--- src/sv/dtmfseq_pkg.sv ---
`timescale 1ns / 1ps

package dtmfseq_pkg;

    // sizing
    localparam int CODE_DIGITS  = 4;
    localparam int TIMER_BITS   = 16;
    localparam int DIGIT_IDX_W  = (CODE_DIGITS > 1) ? $clog2(CODE_DIGITS) : 1;
    localparam int CODE_EXT_W   = 8 * CODE_DIGITS + 32;
    localparam int IN_TDATA_W   = 16;
    localparam int OUT_TDATA_W  = 8;

    // register reset values
    localparam logic [31:0] CODE_RESET   = 32'd842348579;
    localparam logic [15:0] GUARD_RESET  = 16'd30000;
    localparam logic [15:0] HANGUP_RESET = 16'd1000;

    localparam logic [32:0] TIMER_MAX = (33'd1 << TIMER_BITS) - 33'd1;

    typedef logic [TIMER_BITS-1:0]  timer_t;
    typedef logic [DIGIT_IDX_W-1:0] digit_idx_t;

    typedef enum logic [2:0] {
        OP_START        = 3'd0,
        OP_TICK         = 3'd1,
        OP_MODEM_OK     = 3'd2,
        OP_DIGIT        = 3'd3,
        OP_CARRIER_LOST = 3'd4
    } op_t;

    typedef enum logic [2:0] {
        CMD_NONE      = 3'd0,
        CMD_DDET_ON   = 3'd1,
        CMD_ANSWER    = 3'd2,
        CMD_TONE_LEN  = 3'd3,
        CMD_SEND_TONE = 3'd4,
        CMD_HANG_UP   = 3'd5
    } cmd_t;

    typedef enum logic [1:0] {
        EXIT_RUNNING = 2'd0,
        EXIT_RESET   = 2'd1,
        EXIT_DELAYED = 2'd2
    } exit_t;

    typedef enum logic [1:0] {
        REG_CODE_DIGITS = 2'd0,
        REG_GUARD_TICKS = 2'd1,
        REG_HANGUP_TICKS = 2'd2
    } reg_idx_t;

    typedef enum logic [4:0] {
        PH_IDLE         = 5'd0,
        PH_WAIT_DDET_OK = 5'd1,
        PH_WAIT_ATA_OK  = 5'd2,
        PH_DIGITS       = 5'd3,
        PH_WAIT_VTD_OK  = 5'd12,
        PH_WAIT_VTS_OK  = 5'd13,
        PH_DELAY_HANGUP = 5'd14,
        PH_WAIT_ATH_OK  = 5'd15,
        PH_FINAL_DELAY  = 5'd16,
        PH_RESET_DELAY  = 5'd17,
        PH_DONE_RESET   = 5'd18,
        PH_DONE_DELAYED = 5'd19
    } phase_t;

    typedef struct packed {
        logic [7:0] digit;
        logic [2:0] op;
    } item_t;

    typedef struct packed {
        exit_t exit_mode;
        cmd_t  command;
    } result_t;

    // clamp a 16-bit tick register into the counter range
    function automatic timer_t timer_load(input logic [15:0] v);
        timer_t t;
        if ({17'b0, v} > TIMER_MAX)
            t = '1;
        else
            t = TIMER_BITS'(v);
        return t;
    endfunction

endpackage

--- src/sv/dtmfseq_in_stage.sv ---
`timescale 1ns / 1ps

module dtmfseq_in_stage (
    input  logic                clk,
    input  logic                rst_n,
    input  logic                s_tvalid,
    output logic                s_tready,
    input  dtmfseq_pkg::item_t  s_item,
    input  logic                take,
    output logic                item_valid,
    output dtmfseq_pkg::item_t  item
);
    import dtmfseq_pkg::*;

    logic  valid_reg;
    logic  valid_next;
    item_t item_reg;

    // space when empty or when the held word moves on this cycle
    assign s_tready = !valid_reg || take;

    always_comb
    begin
        valid_next = valid_reg;
        if (s_tready)
            valid_next = s_tvalid;
    end

    always_ff @(posedge clk or negedge rst_n)
    begin
        if (!rst_n)
            valid_reg <= 1'b0;
        else
            valid_reg <= valid_next;
    end

    // payload
    always_ff @(posedge clk)
    begin
        if (s_tready && s_tvalid)
            item_reg <= s_item;
    end

    assign item_valid = valid_reg;
    assign item       = item_reg;

endmodule

--- src/sv/dtmfseq_engine.sv ---
`timescale 1ns / 1ps

module dtmfseq_engine (
    input  logic                  clk,
    input  logic                  rst_n,
    input  logic                  cfg_we,
    input  logic [1:0]            cfg_index,
    input  logic [31:0]           cfg_data,
    input  logic                  step,
    input  dtmfseq_pkg::item_t    item,
    output dtmfseq_pkg::result_t  result
);
    import dtmfseq_pkg::*;

    // configuration registers
    logic [31:0] code_reg;
    logic [15:0] guard_ticks_reg;
    logic [15:0] hangup_ticks_reg;

    always_ff @(posedge clk or negedge rst_n)
    begin
        if (!rst_n)
        begin
            code_reg         <= CODE_RESET;
            guard_ticks_reg  <= GUARD_RESET;
            hangup_ticks_reg <= HANGUP_RESET;
        end
        else if (cfg_we)
        begin
            case (reg_idx_t'(cfg_index))
                REG_CODE_DIGITS:  code_reg         <= cfg_data;
                REG_GUARD_TICKS:  guard_ticks_reg  <= cfg_data[15:0];
                REG_HANGUP_TICKS: hangup_ticks_reg <= cfg_data[15:0];
                default: ;
            endcase
        end
    end

    // sequencer state
    phase_t     phase_reg,         phase_next;
    digit_idx_t digit_idx_reg,     digit_idx_next;
    timer_t     guard_count_reg,   guard_count_next;
    logic       guard_running_reg, guard_running_next;
    timer_t     delay_count_reg,   delay_count_next;
    logic       delay_running_reg, delay_running_next;
    logic       delay_expired_reg, delay_expired_next;

    op_t         op;
    logic        guard_fired;
    logic        delay_fired;
    logic        delay_exp_now;
    logic        in_digits;
    logic        is_done;
    logic        digit_match;
    logic        last_digit;
    logic [CODE_EXT_W-1:0] code_ext;
    digit_idx_t  rev_idx;
    logic [7:0]  expected;

    assign op = op_t'(item.op);

    // timer decode for a tick
    assign guard_fired   = guard_running_reg && (guard_count_reg <= timer_t'(1));
    assign delay_fired   = delay_running_reg && (delay_count_reg <= timer_t'(1));
    assign delay_exp_now = delay_expired_reg || delay_fired;

    assign in_digits = (phase_reg == PH_DIGITS);
    assign is_done   = phase_reg inside {PH_DONE_RESET, PH_DONE_DELAYED};

    // expected character: first digit in the highest used byte
    assign code_ext    = CODE_EXT_W'(code_reg);
    assign rev_idx     = digit_idx_t'(CODE_DIGITS - 1) - digit_idx_reg;
    assign expected    = code_ext[{rev_idx, 3'b000} +: 8];
    assign digit_match = (item.digit == expected);
    assign last_digit  = (digit_idx_reg == digit_idx_t'(CODE_DIGITS - 1));

    // next state
    always_comb
    begin
        phase_next         = phase_reg;
        digit_idx_next     = digit_idx_reg;
        guard_count_next   = guard_count_reg;
        guard_running_next = guard_running_reg;
        delay_count_next   = delay_count_reg;
        delay_running_next = delay_running_reg;
        delay_expired_next = delay_expired_reg;

        if (op == OP_START)
        begin
            guard_count_next   = '0;
            guard_running_next = 1'b0;
            delay_count_next   = '0;
            delay_running_next = 1'b0;
            delay_expired_next = 1'b0;
            phase_next         = PH_WAIT_DDET_OK;
        end
        else if (!is_done)
        begin
            case (op)
                OP_TICK:
                begin
                    if (guard_running_reg)
                    begin
                        if (guard_fired)
                        begin
                            guard_count_next   = '0;
                            guard_running_next = 1'b0;
                        end
                        else
                            guard_count_next = guard_count_reg - timer_t'(1);
                    end
                    if (delay_running_reg)
                    begin
                        if (delay_fired)
                        begin
                            delay_count_next   = '0;
                            delay_running_next = 1'b0;
                            delay_expired_next = 1'b1;
                        end
                        else
                            delay_count_next = delay_count_reg - timer_t'(1);
                    end
                    if (guard_fired)
                    begin
                        delay_count_next   = timer_load(hangup_ticks_reg);
                        delay_running_next = 1'b1;
                        delay_expired_next = 1'b0;
                        phase_next         = PH_RESET_DELAY;
                    end
                    else if (delay_exp_now)
                    begin
                        if (phase_reg == PH_DELAY_HANGUP)
                        begin
                            delay_count_next   = timer_load(hangup_ticks_reg);
                            delay_running_next = 1'b1;
                            delay_expired_next = 1'b0;
                            phase_next         = PH_WAIT_ATH_OK;
                        end
                        else if (phase_reg == PH_FINAL_DELAY ||
                                 phase_reg == PH_RESET_DELAY)
                        begin
                            guard_count_next   = '0;
                            guard_running_next = 1'b0;
                            delay_count_next   = '0;
                            delay_running_next = 1'b0;
                            delay_expired_next = 1'b0;
                            phase_next = (phase_reg == PH_FINAL_DELAY) ?
                                         PH_DONE_DELAYED : PH_DONE_RESET;
                        end
                    end
                end
                OP_MODEM_OK:
                begin
                    case (phase_reg)
                        PH_WAIT_DDET_OK:
                        begin
                            guard_count_next   = timer_load(guard_ticks_reg);
                            guard_running_next = 1'b1;
                            phase_next         = PH_WAIT_ATA_OK;
                        end
                        PH_WAIT_ATA_OK:
                        begin
                            digit_idx_next = '0;
                            phase_next     = PH_DIGITS;
                        end
                        PH_WAIT_VTD_OK:
                            phase_next = PH_WAIT_VTS_OK;
                        PH_WAIT_VTS_OK:
                        begin
                            delay_count_next   = timer_load(hangup_ticks_reg);
                            delay_running_next = 1'b1;
                            delay_expired_next = 1'b0;
                            phase_next         = PH_DELAY_HANGUP;
                        end
                        PH_WAIT_ATH_OK:
                        begin
                            if (delay_expired_reg)
                            begin
                                guard_count_next   = '0;
                                guard_running_next = 1'b0;
                                delay_count_next   = '0;
                                delay_running_next = 1'b0;
                                delay_expired_next = 1'b0;
                                phase_next         = PH_DONE_DELAYED;
                            end
                            else
                                phase_next = PH_FINAL_DELAY;
                        end
                        default: ;
                    endcase
                end
                OP_DIGIT:
                begin
                    if (in_digits)
                    begin
                        if (!digit_match)
                            digit_idx_next = '0;
                        else if (last_digit)
                        begin
                            guard_count_next   = '0;
                            guard_running_next = 1'b0;
                            phase_next         = PH_WAIT_VTD_OK;
                        end
                        else
                            digit_idx_next = digit_idx_reg + digit_idx_t'(1);
                    end
                end
                OP_CARRIER_LOST:
                begin
                    if (in_digits)
                    begin
                        guard_count_next   = '0;
                        guard_running_next = 1'b0;
                        delay_count_next   = '0;
                        delay_running_next = 1'b0;
                        delay_expired_next = 1'b0;
                        phase_next         = PH_DONE_RESET;
                    end
                end
                default: ;
            endcase
        end
    end

    // result word
    always_comb
    begin
        result.command   = CMD_NONE;
        result.exit_mode = EXIT_RUNNING;

        if (op == OP_START)
            result.command = CMD_DDET_ON;
        else if (phase_reg == PH_DONE_RESET)
            result.exit_mode = EXIT_RESET;
        else if (phase_reg == PH_DONE_DELAYED)
            result.exit_mode = EXIT_DELAYED;
        else
        begin
            case (op)
                OP_TICK:
                begin
                    if (guard_fired)
                        result.command = CMD_HANG_UP;
                    else if (delay_exp_now)
                    begin
                        if (phase_reg == PH_DELAY_HANGUP)
                            result.command = CMD_HANG_UP;
                        else if (phase_reg == PH_FINAL_DELAY)
                            result.exit_mode = EXIT_DELAYED;
                        else if (phase_reg == PH_RESET_DELAY)
                            result.exit_mode = EXIT_RESET;
                    end
                end
                OP_MODEM_OK:
                begin
                    if (phase_reg == PH_WAIT_DDET_OK)
                        result.command = CMD_ANSWER;
                    else if (phase_reg == PH_WAIT_VTD_OK)
                        result.command = CMD_SEND_TONE;
                    else if (phase_reg == PH_WAIT_ATH_OK && delay_expired_reg)
                        result.exit_mode = EXIT_DELAYED;
                end
                OP_DIGIT:
                begin
                    if (in_digits && digit_match && last_digit)
                        result.command = CMD_TONE_LEN;
                end
                OP_CARRIER_LOST:
                begin
                    if (in_digits)
                        result.exit_mode = EXIT_RESET;
                end
                default: ;
            endcase
        end
    end

    // state update on each processed word
    always_ff @(posedge clk or negedge rst_n)
    begin
        if (!rst_n)
        begin
            phase_reg         <= PH_IDLE;
            digit_idx_reg     <= '0;
            guard_count_reg   <= '0;
            guard_running_reg <= 1'b0;
            delay_count_reg   <= '0;
            delay_running_reg <= 1'b0;
            delay_expired_reg <= 1'b0;
        end
        else if (step)
        begin
            phase_reg         <= phase_next;
            digit_idx_reg     <= digit_idx_next;
            guard_count_reg   <= guard_count_next;
            guard_running_reg <= guard_running_next;
            delay_count_reg   <= delay_count_next;
            delay_running_reg <= delay_running_next;
            delay_expired_reg <= delay_expired_next;
        end
    end

endmodule

--- src/sv/dtmfseq_out_stage.sv ---
`timescale 1ns / 1ps

module dtmfseq_out_stage (
    input  logic                  clk,
    input  logic                  rst_n,
    input  logic                  load,
    input  dtmfseq_pkg::result_t  result,
    output logic                  can_load,
    output logic                  m_tvalid,
    input  logic                  m_tready,
    output dtmfseq_pkg::result_t  m_result
);
    import dtmfseq_pkg::*;

    logic    valid_reg;
    logic    valid_next;
    result_t result_reg;

    // free when empty or when the held word leaves this cycle
    assign can_load = !valid_reg || m_tready;

    always_comb
    begin
        valid_next = valid_reg;
        if (load)
            valid_next = 1'b1;
        else if (m_tready)
            valid_next = 1'b0;
    end

    always_ff @(posedge clk or negedge rst_n)
    begin
        if (!rst_n)
            valid_reg <= 1'b0;
        else
            valid_reg <= valid_next;
    end

    always_ff @(posedge clk)
    begin
        if (load)
            result_reg <= result;
    end

    assign m_tvalid = valid_reg;
    assign m_result = result_reg;

endmodule

--- src/sv/dtmf_code_disarm_call_sequencer.sv ---
`timescale 1ns / 1ps
// an accepted word is held in the input register, its result word in the result register
// throughput: one event word per cycle, stalls only when the result register is held
// the event logic sits between the input register and the result register
// reset (rst_n, async, active low): phase idle, timers cleared, both stages empty,
// code and tick registers back to their defaults

module dtmf_code_disarm_call_sequencer (
    input  logic                                clk,
    input  logic                                rst_n,
    input  logic                                cfg_we,
    input  logic [1:0]                          cfg_index,
    input  logic [31:0]                         cfg_data,
    input  logic                                s_tvalid,
    output logic                                s_tready,
    input  logic [dtmfseq_pkg::IN_TDATA_W-1:0]  s_tdata,   // op[2:0], digit[10:3]
    output logic                                m_tvalid,
    input  logic                                m_tready,
    output logic [dtmfseq_pkg::OUT_TDATA_W-1:0] m_tdata    // command[2:0], exit_mode[4:3]
);
    import dtmfseq_pkg::*;

    item_t   s_item;
    item_t   item;
    logic    item_valid;
    logic    can_load;
    logic    step;
    result_t result;
    result_t m_result;

    assign s_item.op    = s_tdata[2:0];
    assign s_item.digit = s_tdata[10:3];

    // advance when a word is held and the result register has room
    assign step = item_valid && can_load;

    dtmfseq_in_stage u_in (
        .clk        (clk),
        .rst_n      (rst_n),
        .s_tvalid   (s_tvalid),
        .s_tready   (s_tready),
        .s_item     (s_item),
        .take       (step),
        .item_valid (item_valid),
        .item       (item)
    );

    dtmfseq_engine u_engine (
        .clk       (clk),
        .rst_n     (rst_n),
        .cfg_we    (cfg_we),
        .cfg_index (cfg_index),
        .cfg_data  (cfg_data),
        .step      (step),
        .item      (item),
        .result    (result)
    );

    dtmfseq_out_stage u_out (
        .clk      (clk),
        .rst_n    (rst_n),
        .load     (step),
        .result   (result),
        .can_load (can_load),
        .m_tvalid (m_tvalid),
        .m_tready (m_tready),
        .m_result (m_result)
    );

    assign m_tdata = {3'b000, m_result.exit_mode, m_result.command};

endmodule

--- config.mk ---
export PLATFORM = sky130hd
export DESIGN_NAME = dtmf_code_disarm_call_sequencer
export DESIGN_NICKNAME = d
export VERILOG_FILES = /design/src/sv/dtmfseq_pkg.sv /design/src/sv/dtmfseq_in_stage.sv /design/src/sv/dtmfseq_engine.sv /design/src/sv/dtmfseq_out_stage.sv /design/src/sv/dtmf_code_disarm_call_sequencer.sv
export SDC_FILE = /design/constraint.sdc
export NUM_CORES = 1
export LEC_CHECK = 0
export ABC_AREA = 1
export BUFFER_PORTS_ARGS = -buffer_cell sky130_fd_sc_hd__buf_2
export CELL_PAD_IN_SITES_DETAIL_PLACEMENT = 1
export CELL_PAD_IN_SITES_GLOBAL_PLACEMENT = 1
export CORE_MARGIN = 2
export CORE_UTILIZATION = 40
export CTS_CLUSTER_SIZE = 12
export DETAILED_ROUTE_END_ITERATION = 8
export HOLD_SLACK_MARGIN = 0.06
export PLACE_DENSITY = 0.77
export SYNTH_ARGS = -nofsm -noshare
export SYNTH_HDL_FRONTEND = slang
export SYNTH_SLANG_ARGS = --single-unit
--- constraint.sdc ---
create_clock -name clk -period 1.84 [get_ports clk]
set_input_delay 0.276 -clock clk [delete_from_list [all_inputs] [get_ports clk]]
set_output_delay 0.276 -clock clk [all_outputs]
set_load 0.005 [all_outputs]
==> run metrics <==
DRC viols=0; FMAX=435.4 MHz; Synth area leaders=dfrtp_1 (29%), nand2_1 (18%), dfstp_2 (9.6%); Detail Placement HPWL=17010 um; largest net degree at the start of global routing=37; initial antenna violation count=1; Pwr Density=1393 nW/um^2; crit share post-route=1.248; clk buf depth=2; ANT nets after route=0; # setup viols final=46; nets=1229; #FFs+latches synth=123; number of synthesized flops with an enable pin=16; worst-margin pin slew=606.1 ps; cell mode on critical path=nand2_1; worst hold path class=in2reg; Startpoint Class=flop; area occupied by multi-input gates=3986 sq um; Setup WS post-layout=-456.9 ps; Worst path slowest cell=dfrtp_1; clock-pin slew on the worst setup and hold paths=70 ps; Crit Path Class=reg2reg; max reg flops=32; CP endpoint kind=flop; post-synth top area share=0.2861; hold_sp=cfg_data[27]; Die Y=137.1 um; Slew HR=0.5855; Die X-Extent=137.1 um; PortBufs=56; TritonRoute pass-1 iters=5; Num CTS Buffers=17; cell area after synthesis=7084 sq um; cell count after synthesis=951; Via-to-Cell Ratio=5.547; Critical R2R Launch=u_engine.guard_count_reg[0]; number of global-route vias before repair=8163; fillers=2065; Final Critical Period=2297 ps; Starting Density=0.4096; mux contribution to synthesized area=0.02543; H-tree levels=4; I/O Pins=65; die area=18790 sq um; Max Cap Viol=0; Netlist cell types=45; Post-Route Utilization=0.5965; slowest stage delay, CP=470 ps; Setup Skew=13.54 ps; flop-to-flop setup slack=-460 ps; crit path cell chain=inv_2 -> ha_4 -> buf_4 -> o21ai_0 -> nor2_1 -> nand2_1 -> nor2_2 -> nand2_1 -> buf_4 -> nand4_1 -> a21oi_1 -> nand3_2 -> nand2_1; final hold violations=0; CP Launch Point=u_engine.guard_count_reg[0]; row cnt=48; share of cells above drive strength 1=0.3731; GP Congestion=0.8963; n_diodes=0; outcome=complete, but fails checks; drt first-iter violations=540; overall power=0.01437 W; ys async rst share=0.8699; Sink Count=123; Overall Global Routing Usage=0.3008; xor-xnor portion of the synthesized cell area=0.02102; Mean Syn Cell Area=7.449 sq um; routed len/inst=21.18 um; area growth from synthesis to layout=45.64%; Root Buffer=clkbuf_16; Simple-Gate Fraction of Synth Area=0.3384; count of pins over their slew limit=0; Yosys warning count=0; core area=17300 sq um; Yosys top cell by area=dfrtp_1; Peak VDD IR=0.8013 mV; ys flop type=dfrtp_1; RSZ-0062 raised after global routing=yes; setup_tns=-14600 ps; WP data required=2200 ps; pre-CTS worst setup slack=-428.8 ps; Max FO, Critical Path=3; Compound-Gate Fraction of Synth Area=0.08054; drt total wl=29790 um; Clock Latency Late Sink=430 ps; Seq/Total Area, Yosys=0.4504; Remaining Overflow, GRT=0; via count=7804; Leakage=5.290 nW; Reg area=3194 sq um; largest family of logic cells by synthesized area=simple AND/OR/NAND/NOR gates; adder-cell share of the synthesized area=0.008831; Arrival @ worst endpoint=2660 ps; first-pass GRT wire length=42680 um; failing checks=negative setup slack; CTS tree=done
## cell usage in the layout, fill, tap and decap left out, types with 18 or more instances in the layout
cell	synthesis	final
nand3_1	81	48
dfstp_2	26	26
clkbuf_16	0	18
buf_2	6	55
nand2_2	5	33
nand2_1	336	286
buf_4	6	140
nor2_1	87	76
inv_1	75	67
nand3_2	2	34
dfrtp_1	81	78
nand2_4	2	20
o21ai_0	67	62
a21oi_1	26	22
## worst max-delay path, delay by kind of cell (launching register included)
kind	cells	cell delay, ps
and+or+nand+nor	7	710
AOI/OAI and AO/OA	2	510
DFF	1	470
buffers and inverters	3	360
adders and majority gates	1	170
## synthesized netlist by cell type (2+ instances only)
cell type,count
o21ai_0,67
clkbuf_1,18
or2_2,3
inv_1,75
nor4_1,2
nand4_1,16
inv_2,7
xor2_1,15
ha_1,5
nor3_1,12
dfrtp_1,81
buf_2,6
a21oi_1,26
nand3b_1,9
nand3_1,81
mux2_2,16
edfxtp_1,16
nand2_4,2
nor2_2,6
xnor2_1,2
nand3_2,2
nand2_1,336
nor2_1,87
buf_4,6
o22ai_1,2
buf_6,5
nand2_2,5
dfstp_2,26
## final timing paths
| path | endpoint | cells past startpoint |
|---|---|---|
| max reg2reg | u_engine.guard_count_reg[9] | 13 |
| max | u_engine.guard_count_reg[9] | 13 |
| max in group asynchronous | u_engine.code_reg[29] | 3 |
| min | u_engine.code_reg[27] | 2 |
| min in group asynchronous | u_engine.code_reg[17] | 2 |
| min reg2reg | u_engine.guard_ticks_reg[6] | 2 |
## cell families (layout without fill, tap and decap cells)
logic type | count (synthesis) | after routing
XOR/XNOR | 17 | 17
flip-flops | 123 | 123
adder cells (fa/ha/maj) | 5 | 5
other | 1 | 3
buffers and inverters | 119 | 348
AO/OA/AOI/OAI | 105 | 105
AND/OR/NAND/NOR | 565 | 565
multiplexers | 16 | 16
## report_power, final
group          switching, W  leakage [nW]  internal [W]  total (W)
clock               0.00139         0.295       0.00227    0.00366
combinational       0.00379          3.54       0.00287    0.00666
sequential         0.000575          1.46       0.00348    0.00405
total               0.00575          5.29       0.00862     0.0144
## metrics by stage
stage	instance area (sq um)	cells	hold slack, ps
finish	10320	1407	74.84
global route	10320	1407	77.94
CTS	9953	1392	70.08
detailed placement	8656	1335	208.6
global placement	8656	1335	209.3
floorplan	7111	953	-19.59
## timing repair
item | CTS | global route
pin swaps | 62 | 44
hold buffers | 13 | 0
endpoints found under the setup margin | 46 | 46
resized for setup | 108 | 62
gates cloned | 1 | 2
hold endpoints to repair | 33 | 0
setup buffers | 12 | 13
## layout make-up
class                      count  share of cell area
tap                          225             0.02729
timing repair buffer         232              0.1821
timing repair inverter         1            0.001091
clock buffer                  18             0.04160
clock inverter                14             0.01892
sequential                   123              0.3096
multi-input combinational    711              0.3864
inverter                      83             0.03299
## per-layer routing
metal,GRT usage,part of all wire,up-vias
li1,-,-,3509
met1,0.3646,0.39,3926
met2,0.5221,0.52,261
met3,0.05630,0.041,106
met4,0.1271,0.045,2
met5,0,0.00044,-
Note: power is estimated with default switching activity, not from simulation.
